### src/rtl/mexp_pkg.sv
// Shared types and constants for the modular exponentiation unit.
package mexp_pkg;

    localparam int FIELD_W = 32;

    typedef logic [FIELD_W-1:0] field_t;

endpackage

### src/rtl/mexp_if.sv
// Request and result channel interfaces for the modular exponentiation unit.
interface mexp_in_if;
    logic            valid;
    logic            ready;
    mexp_pkg::field_t base_value;
    mexp_pkg::field_t exponent_value;

    modport source (output valid, output base_value, output exponent_value, input ready);
    modport sink   (input valid, input base_value, input exponent_value, output ready);
endinterface

interface mexp_out_if;
    logic             valid;
    logic             ready;
    mexp_pkg::field_t power_result;
    logic             modulus_error;

    modport source (output valid, output power_result, output modulus_error, input ready);
    modport sink   (input valid, input power_result, input modulus_error, output ready);
endinterface

### src/rtl/modular_exponentiation_unit.sv
// Modular exponentiation unit: base^exponent mod modulus, right-to-left square-and-multiply.
//
//  channel   dir  payload                               handshake
//  operand   in   base_value, exponent_value            valid/ready
//  result    out  power_result, modulus_error           valid/ready
//  modulus   cfg  modulus_wdata                         modulus_we, no wait
//
// One request at a time; ready is high only while the sequencer is idle.
// Each request first reduces the base, then runs its modular multiplications;
// W = OPERAND_WIDTH; up to 2W-1 multiplications per request.
// A zero exponent or zero modulus skips the arithmetic and goes straight to the final state.
// All arithmetic runs through one shared double-add / reduce step unit.
// The finished result sits in an output register; a stalled result holds the
// sequencer in its final state. Async active-low reset clears control and modulus.
module modular_exponentiation_unit #(
    parameter int OPERAND_WIDTH = 32
) (
    input  logic             clk,
    input  logic             rst_n,
    input  logic             modulus_we,
    input  mexp_pkg::field_t modulus_wdata,
    mexp_in_if.sink          operand,
    mexp_out_if.source       result
);

    localparam int W     = OPERAND_WIDTH;
    localparam int FW    = mexp_pkg::FIELD_W;
    localparam int CNT_W = $clog2(W);
    localparam logic [CNT_W-1:0] CNT_LAST = CNT_W'(W - 1);

    localparam logic [2:0] ST_IDLE   = 3'd0;
    localparam logic [2:0] ST_REDUCE = 3'd1;
    localparam logic [2:0] ST_MUL    = 3'd2;
    localparam logic [2:0] ST_SQR    = 3'd3;
    localparam logic [2:0] ST_FIN    = 3'd4;

    logic [2:0]       state_reg, state_next;
    mexp_pkg::field_t modulus_reg;
    logic             out_valid_reg, out_valid_next;
    mexp_pkg::field_t out_power_reg, out_power_next;
    logic             out_err_reg, out_err_next;

    logic [W-1:0]     acc_reg, acc_next;
    logic [W-1:0]     mplier_reg, mplier_next;
    logic [CNT_W-1:0] cnt_reg, cnt_next;
    logic [W-1:0]     exp_reg, exp_next;
    logic [W-1:0]     res_reg, res_next;
    logic [W-1:0]     power_reg, power_next;
    logic             err_reg, err_next;

    // field to datapath width: zero-extend or truncate
    logic [W+FW-1:0] base_ext, exp_ext, mod_ext, res_ext;
    logic [W-1:0]    base_w, exp_w, m_w;

    assign base_ext = {{W{1'b0}}, operand.base_value};
    assign exp_ext  = {{W{1'b0}}, operand.exponent_value};
    assign mod_ext  = {{W{1'b0}}, modulus_reg};
    assign res_ext  = {{FW{1'b0}}, res_reg};
    assign base_w   = base_ext[W-1:0];
    assign exp_w    = exp_ext[W-1:0];
    assign m_w      = mod_ext[W-1:0];

    // shared step unit: (2*acc + addend) mod m, with acc < m and addend <= m
    logic [W-1:0] addend;
    logic [W+1:0] step_sum, m1, m2, diff1, diff2;
    logic [W-1:0] unit_out;

    assign addend   = mplier_reg[W-1] ? ((state_reg == ST_REDUCE) ? W'(1) : power_reg)
                                      : '0;
    assign step_sum = {1'b0, acc_reg, 1'b0} + {2'b00, addend};
    assign m1       = {2'b00, m_w};
    assign m2       = {1'b0, m_w, 1'b0};
    assign diff1    = step_sum - m1;
    assign diff2    = step_sum - m2;

    always_comb
    begin
        if (step_sum >= m2)
        begin
            unit_out = diff2[W-1:0];
        end
        else if (step_sum >= m1)
        begin
            unit_out = diff1[W-1:0];
        end
        else
        begin
            unit_out = step_sum[W-1:0];
        end
    end

    assign operand.ready        = (state_reg == ST_IDLE);
    assign result.valid         = out_valid_reg;
    assign result.power_result  = out_power_reg;
    assign result.modulus_error = out_err_reg;

    logic out_free;
    assign out_free = !out_valid_reg || result.ready;

    always_comb
    begin
        state_next     = state_reg;
        acc_next       = acc_reg;
        mplier_next    = mplier_reg;
        cnt_next       = cnt_reg;
        exp_next       = exp_reg;
        res_next       = res_reg;
        power_next     = power_reg;
        err_next       = err_reg;
        out_valid_next = out_valid_reg;
        out_power_next = out_power_reg;
        out_err_next   = out_err_reg;

        if (result.ready)
        begin
            out_valid_next = 1'b0;
        end

        case (state_reg)
            ST_IDLE:
            begin
                if (operand.valid)
                begin
                    exp_next = exp_w;
                    err_next = 1'b0;
                    acc_next = '0;
                    cnt_next = CNT_LAST;
                    if (exp_w == '0)
                    begin
                        res_next   = W'(1);
                        state_next = ST_FIN;
                    end
                    else if (m_w == '0)
                    begin
                        res_next   = '0;
                        err_next   = 1'b1;
                        state_next = ST_FIN;
                    end
                    else
                    begin
                        res_next    = (m_w == W'(1)) ? '0 : W'(1);
                        mplier_next = base_w;
                        state_next  = ST_REDUCE;
                    end
                end
            end
            ST_REDUCE:
            begin
                acc_next    = unit_out;
                mplier_next = mplier_reg << 1;
                cnt_next    = cnt_reg - 1'b1;
                if (cnt_reg == '0)
                begin
                    power_next = unit_out;
                    acc_next   = '0;
                    cnt_next   = CNT_LAST;
                    if (exp_reg[0])
                    begin
                        state_next  = ST_MUL;
                        mplier_next = res_reg;
                    end
                    else
                    begin
                        state_next  = ST_SQR;
                        mplier_next = unit_out;
                    end
                end
            end
            ST_MUL:
            begin
                acc_next    = unit_out;
                mplier_next = mplier_reg << 1;
                cnt_next    = cnt_reg - 1'b1;
                if (cnt_reg == '0)
                begin
                    res_next = unit_out;
                    acc_next = '0;
                    cnt_next = CNT_LAST;
                    // no higher exponent bits left: later squarings are dead
                    if (exp_reg[W-1:1] == '0)
                    begin
                        state_next = ST_FIN;
                    end
                    else
                    begin
                        state_next  = ST_SQR;
                        mplier_next = power_reg;
                    end
                end
            end
            ST_SQR:
            begin
                acc_next    = unit_out;
                mplier_next = mplier_reg << 1;
                cnt_next    = cnt_reg - 1'b1;
                if (cnt_reg == '0)
                begin
                    power_next = unit_out;
                    exp_next   = exp_reg >> 1;
                    acc_next   = '0;
                    cnt_next   = CNT_LAST;
                    if (exp_reg[1])
                    begin
                        state_next  = ST_MUL;
                        mplier_next = res_reg;
                    end
                    else
                    begin
                        state_next  = ST_SQR;
                        mplier_next = unit_out;
                    end
                end
            end
            ST_FIN:
            begin
                if (out_free)
                begin
                    out_valid_next = 1'b1;
                    out_power_next = res_ext[FW-1:0];
                    out_err_next   = err_reg;
                    state_next     = ST_IDLE;
                end
            end
            default:
            begin
                state_next = ST_IDLE;
            end
        endcase
    end

    always_ff @(posedge clk or negedge rst_n)
    begin
        if (!rst_n)
        begin
            state_reg     <= ST_IDLE;
            out_valid_reg <= 1'b0;
            modulus_reg   <= '0;
        end
        else
        begin
            state_reg     <= state_next;
            out_valid_reg <= out_valid_next;
            if (modulus_we)
            begin
                modulus_reg <= modulus_wdata;
            end
        end
    end

    always_ff @(posedge clk)
    begin
        acc_reg       <= acc_next;
        mplier_reg    <= mplier_next;
        cnt_reg       <= cnt_next;
        exp_reg       <= exp_next;
        res_reg       <= res_next;
        power_reg     <= power_next;
        err_reg       <= err_next;
        out_power_reg <= out_power_next;
        out_err_reg   <= out_err_next;
    end

    // partial product stays reduced while the step unit runs
    a_acc_reduced: assert property (@(posedge clk) disable iff (!rst_n)
        (state_reg == ST_REDUCE || state_reg == ST_MUL || state_reg == ST_SQR)
        |-> (acc_reg < m_w))
        else $error("accumulator not reduced below modulus");

    a_power_reduced: assert property (@(posedge clk) disable iff (!rst_n)
        (state_reg == ST_MUL || state_reg == ST_SQR) |-> (power_reg < m_w))
        else $error("power not reduced below modulus");

    a_zero_exp_short: assert property (@(posedge clk) disable iff (!rst_n)
        (operand.valid && operand.ready && exp_w == '0) |=> (state_reg == ST_FIN))
        else $error("zero exponent did not finish at once");

    a_error_zero_result: assert property (@(posedge clk) disable iff (!rst_n)
        (result.valid && result.modulus_error) |-> (result.power_result == '0))
        else $error("modulus error with nonzero result");

endmodule
### src/flat_wrapper.sv
// flat-port wrapper written by rule: the top's interface ports become plain ports
module modular_exponentiation_unit_flat 
#(
    parameter int OPERAND_WIDTH = 32
)
  (clk, rst_n, modulus_we, modulus_wdata, operand_valid, operand_base_value, operand_exponent_value, operand_ready, result_valid, result_power_result, result_modulus_error, result_ready);
  mexp_in_if operand_i ();
  mexp_out_if result_i ();
  input  logic clk;
  input  logic rst_n;
  input  logic modulus_we;
  input  mexp_pkg::field_t modulus_wdata;
  input wire logic [$bits(operand_i.valid)-1:0] operand_valid;
  input wire logic [$bits(operand_i.base_value)-1:0] operand_base_value;
  input wire logic [$bits(operand_i.exponent_value)-1:0] operand_exponent_value;
  output wire logic [$bits(operand_i.ready)-1:0] operand_ready;
  output wire logic [$bits(result_i.valid)-1:0] result_valid;
  output wire logic [$bits(result_i.power_result)-1:0] result_power_result;
  output wire logic [$bits(result_i.modulus_error)-1:0] result_modulus_error;
  input wire logic [$bits(result_i.ready)-1:0] result_ready;
  assign operand_i.valid = operand_valid;
  assign operand_i.base_value = operand_base_value;
  assign operand_i.exponent_value = operand_exponent_value;
  assign operand_ready = operand_i.ready;
  assign result_valid = result_i.valid;
  assign result_power_result = result_i.power_result;
  assign result_modulus_error = result_i.modulus_error;
  assign result_i.ready = result_ready;
  modular_exponentiation_unit #(.OPERAND_WIDTH(OPERAND_WIDTH)) u_core (.clk(clk), .rst_n(rst_n), .modulus_we(modulus_we), .modulus_wdata(modulus_wdata), .operand(operand_i), .result(result_i));
endmodule
### config.mk
export PLATFORM = sky130hd
export DESIGN_NAME = modular_exponentiation_unit_flat
export DESIGN_NICKNAME = d
export VERILOG_FILES = /design/src/rtl/mexp_pkg.sv /design/src/rtl/mexp_if.sv /design/src/rtl/modular_exponentiation_unit.sv /design/src/flat_wrapper.sv
export SDC_FILE = /design/constraint.sdc
export NUM_CORES = 1
export LEC_CHECK = 0
export ABC_AREA = 1
export ABC_CLOCK_PERIOD_IN_PS = 5800
export BUFFER_PORTS_ARGS = -buffer_cell sky130_fd_sc_hd__buf_2
export CAP_MARGIN = 40
export CORE_MARGIN = 2
export CORE_UTILIZATION = 30
export CTS_BUF_LIST = sky130_fd_sc_hd__clkbuf_8
export DETAILED_ROUTE_END_ITERATION = 8
export SYNTH_ARGS = -nofsm -noshare
export SYNTH_HDL_FRONTEND = slang
export SYNTH_SLANG_ARGS = --single-unit
### constraint.sdc
create_clock -name clk -period 5.8 [get_ports clk]
set_input_delay 0.29 -clock clk [delete_from_list [all_inputs] [get_ports clk]]
set_output_delay 0.29 -clock clk [all_outputs]
set_load 0.005 [all_outputs]
* Word level (Yosys, flattened, before mapping) *
Index checks and enable logic that the tools add are counted.

storage, ports and cells
  output and inout port bits = 35
  flip-flop bits (word level) = 235

cells by class
  $add $sub $neg = 4
  mux-type cells = 44
  equal/unequal tests = 12
  reduce and logical (&&, ||, !) cells = 21
  order comparisons = 2

operators with widths
  cell                   number
  $mux W32               21
  $pmux W32 S2           3
  $pmux W32 S4           1
  $logic_not A32 Y1      2
  $sub A32 B32 Y32       2
  $add A33 B32 Y34       1
  $ge A34 B32 Y1         1
  $ge A34 B33 Y1         1
  $eq A32 B1 Y1 const B  1
  $logic_not A31 Y1      1
  $mux W3                8
  $pmux W3 S5            1
  $mux W5                2
  $pmux W5 S2            1
  $ne A2 B2 Y1 const B   4
  $reduce_and A2 Y1      4
  $mux W1                7
  $eq A3 B2 Y1 const B   2
  $ne A2 B1 Y1 const B   3
  $reduce_and A3 Y1      2
  $reduce_bool A2 Y1     3
  $logic_not A5 Y1       1
  $reduce_and A5 Y1      1
  $sub A5 B1 Y5 const B  1
  9 further kinds        9

* Longest topological paths before layout *
  word-level depth = 10
  depth in mapped cells = 39
  mapped depth without buffers = 38

* Least setup slack after synthesis *
OpenSTA, ideal clock, no wires.

  path kind = reg-to-reg
  from = register u_core.state_reg[2]
  to = register u_core.mplier_reg[21] (data pin)
  setup time = 0.265 ns
  data required time = 5.535 ns
  cell stages (with the launch flop) = 38
  arrival time = 4.289 ns
  setup slack = 1.246 ns
  cells stage by stage = dfrtp_1 -> inv_1 -> nand2_1 -> nor2_1 -> inv_1 -> nand2_1 -> clkbuf_1 -> nor2_1 -> ha_1 -> inv_1 -> fa_1 -> inv_1 -> nand3_1 -> nand2_2 -> nand2_1 -> nand2_1 -> nand2_1 -> nand2_1 -> (+2 left out) -> nor2_1 -> nor2_1 -> ha_1 -> nand2_1 -> nand2_1 -> a21oi_1 -> nand2_1 -> a21oi_1 -> nand2_2 -> nand2_2 -> nand2_4 -> buf_2 -> o21bai_1 -> nand3_2 -> nand3_1 -> nand2_1 -> nand2_1 -> nand4_1

between the ends
  word-level cells in the longest chain between the ends = 10
  elaborated cells on any way between the ends = 18

RTL lines
  element                                                    line                                                                    source
  start, declared                                            modular_exponentiation_unit.sv:37                                       logic [2:0] state_reg, state_next;
  start signal, assigned                                     modular_exponentiation_unit.sv:241                                      state_reg <= state_next;
  $eq A3 B1 Y1                                               modular_exponentiation_unit.sv:68, modular_exponentiation_unit.sv:119
  $mux W32 (2 in a row)                                      modular_exponentiation_unit.sv:68                                       assign addend = mplier_reg[W-1] ? ((state_reg == ST_REDUCE) ? W'(1) : power_reg)
  $add A33 B32 Y34                                           modular_exponentiation_unit.sv:70                                       assign step_sum = {1'b0, acc_reg, 1'b0} + {2'b00, addend};
  $sub A32 B32 Y32 / $ge A34 B32 Y1 (equally long branches)  modular_exponentiation_unit.sv:73, modular_exponentiation_unit.sv:82
  $mux W32                                                   modular_exponentiation_unit.sv:82                                       else if (step_sum >= m1)
  $mux W32                                                   modular_exponentiation_unit.sv:78                                       if (step_sum >= m2)
  $mux W32 (on tied branches)                                modular_exponentiation_unit.sv:202, modular_exponentiation_unit.sv:157
  $mux W32 (on tied branches)                                modular_exponentiation_unit.sv:196, modular_exponentiation_unit.sv:152
  $pmux W32 S4 *                                             modular_exponentiation_unit.sv:119                                      case (state_reg)
  net u_core.mplier_next[21]                                 modular_exponentiation_unit.sv:44                                       logic [W-1:0] mplier_reg, mplier_next;
  end signal, assigned                                       modular_exponentiation_unit.sv:253                                      mplier_reg <= mplier_next;
  end, declared                                              modular_exponentiation_unit.sv:44

Mark *: on every way through the listed nets, which the timed path passes. The rest lies on a longest branch.
A chain may end at the register's enable or synchronous reset.

* Final worst setup path *
  from = register u_core.state_reg[2]
  to = register u_core.mplier_reg[31] (data pin)

Same word-level chain as after synthesis.

==> flow_summary.ini <==
[die]
rows = 93
dieArea_um2 = 66400
chipWidth_um = 258
die_y_um = 258
coreArea_um2 = 64000
io_pins = 136
start_util_pct = 30.2

[worst_setup_path]
worst_setup_path_start_kind = register
regToRegSetupSlack_ps = 330
cpMaxStageDelayCell = dfrtp_2
crit_path_max_fanout = 18
worstPathRequired_ps = 6270
crit_type = reg -> reg
cpPeakStageDelay_ps = 450
cp-end-kind = register
critPathArrivalTime_ps = 5940
critPathMostFrequentCell = nand2_1

[worst_hold_path]
worstHoldPathType = in -> reg

[timing]
maxSlewViolCount = 0
relSlewSlack_pct = 42.6
hold_viol = 0
setup_viol = 0
rsz0062_at_grt = false
finalCriticalPeriod_ps = 5470
worstMarginPinSlew_ps = 861
finalClockSkew_ps = 49.8
fin_tns_setup_ps = 0
fmax_mhz = 183
period_share_pct = 94.2

[cts]
h-tree-depth = 2
numCtsBuffers = 44
clk_pin_slew_worst_paths_ps = 70
clk_latency_ps = 640
tritoncts = built
clockBufferDepth = 3
cts_sinks = 235
clock-root-buffer = clkbuf_8

[detailed_routing]
dr_wl_met3_um = 4840
final_antenna_net_count = 0
drt_first_iter_violations = 1577
drc = 0
vias = 19278
top_layer = met4
drt_pre_antenna_iters = 5
routed_via_density = 4.94
wl_per_cell_um = 18.3
routed_wl_um = 71600
wl_met1_um = 31900
met2_length_um = 32800

[synth]
synth-seq-cells = 235
synth_top_cell_area_share_pct = 31.0
synth_edf_count = 199
syn_nets = 2953
synth_top_cell_by_area = edfxtp_1
syn_avg_cell_area_um2 = 7.01
synth_area_um2 = 19300
ys_top_cells_by_area = edfxtp_1 31%, nand2_1 17%, inv_1 7.9%, ha_1 6.2%, nor2_1 5.9%
yosys-top-cells-count = 862 x nand2_1, 404 x inv_1, 305 x nor2_1
synthFlopType = edfxtp_1
synthMostInstantiatedCell = nand2_1
async_flop_share_pct = 15.3
yosys_warnings = 0
yosysSeqAreaShare_pct = 35.6
syn-instance-count = 2753
ys_types = 50

[global_route]
overflow = 0
grt_usage_pct = 20.9
grt_pass1_wl_um = 108000
grt_max_degree = 63
grt_pass1_vias = 18603
antenna_found_initial = 2

[layout]
nNetsFinal = 3215
drive_gt1_share_pct = 13.7
area_delta_synth_final_pct = 20.3
antenna_cells = 0

[placement]
port_buffers = 135
dp_hpwl_um = 53900
gp_congestion = 1.05

[flow_run]
cap_violations = 0

[status]
status = complete, no violations
## placed cells by master (no fill, tap or decap), drive strengths merged, types with 2 or more instances in the layout
| master | count |
|---|---|
| a21boi | 4 |
| a21o | 6 |
| a21oi | 177 |
| a31oi | 6 |
| and2 | 6 |
| and3 | 2 |
| buf | 206 |
| bufinv | 5 |
| clkbuf | 51 |
| clkinv | 19 |
| clkinvlp | 5 |
| dfrtp | 36 |
| dlygate4sd3 | 91 |
| edfxtp | 199 |
| fa | 3 |
| ha | 96 |
| inv | 417 |
| nand2 | 883 |
| nand3 | 201 |
| nand3b | 10 |
| nand4 | 62 |
| nor2 | 313 |
| nor3 | 22 |
| nor4 | 22 |
| o21ai | 99 |
| o21bai | 41 |
| or2 | 2 |
| xnor2 | 33 |
| xor2 | 28 |
## path summary, 6_finish.rpt
| path | start | endpoint | cells past startpoint |
|---|---|---|---|
| worst max-delay path | u_core.state_reg[2] | u_core.mplier_reg[31] | 31 |
| worst min-delay path | operand_base_value[23] | u_core.mplier_reg[23] | 3 |
| worst max register to register | u_core.state_reg[2] | u_core.mplier_reg[31] | 31 |
| worst min register to register | u_core.err_reg | u_core.result.modulus_error | 0 |
| max in group asynchronous | rst_n | u_core.state_reg[2] | 3 |
| min in group asynchronous | rst_n | u_core.m_w[21] | 2 |
## cell type report
cell class / instances / area [um^2]
inverter: 413 / 1560
sequential: 235 / 6880
clock buffer: 49 / 674
tap: 855 / 1070
timing repair buffer: 299 / 2270
clock inverter: 33 / 298
multi-input combinational: 2022 / 10500
fill: 6891 / 40800
## layer usage
| layer | vias to the layer above | global-route usage (%) |
|---|---|---|
| li1 | 9438 | - |
| met1 | 9026 | 28.4 |
| met2 | 694 | 34.5 |
| met3 | 120 | 2.80 |
| met4 | 0 | 6.50 |
| met5 | - | 0 |
## worst max-delay path, delay by kind of cell (launching register included)
family | cells | cell delay, ps
compound gates | 1 | 90
fa+ha+maj | 2 | 870
buf+inv | 6 | 740
simple gates | 22 | 3140
flops | 1 | 450
## stage by stage
stage               std cells  worst slack (ps)  utilization (%)  hold WS [ps]  cell area [um^2]
floorplan                2753              1250                -         -5.59             19300
global placement         3722               180             32.9           419             21100
detailed placement       3724               171             33.0           227             21100
CTS                      3897               111             35.9          1.85             23000
global route             3906              5.49             36.3          30.6             23200
finish                   3906               334             36.3          39.0             23200
## cell families after synthesis
logic type / after synthesis / synth area share [%]
buffers and inverters: 496 / 10.9
AND/OR/NAND/NOR: 1524 / 34.5
XOR/XNOR: 61 / 2.77
multiplexers: 1 / 0.0583
AO/OA/AOI/OAI: 337 / 9.64
adder cells (fa/ha/maj): 99 / 6.53
flip-flops: 235 / 35.6
## repair_timing
action,CTS,global route
gates resized for setup,0,32
endpoints found under the hold margin,120,0
setup endpoints to repair,0,128
buffers inserted,0,7
hold buffers,91,0
Power is not shown: default switching activity piles up to over one toggle a cycle in this logic, so the estimate is an artifact.
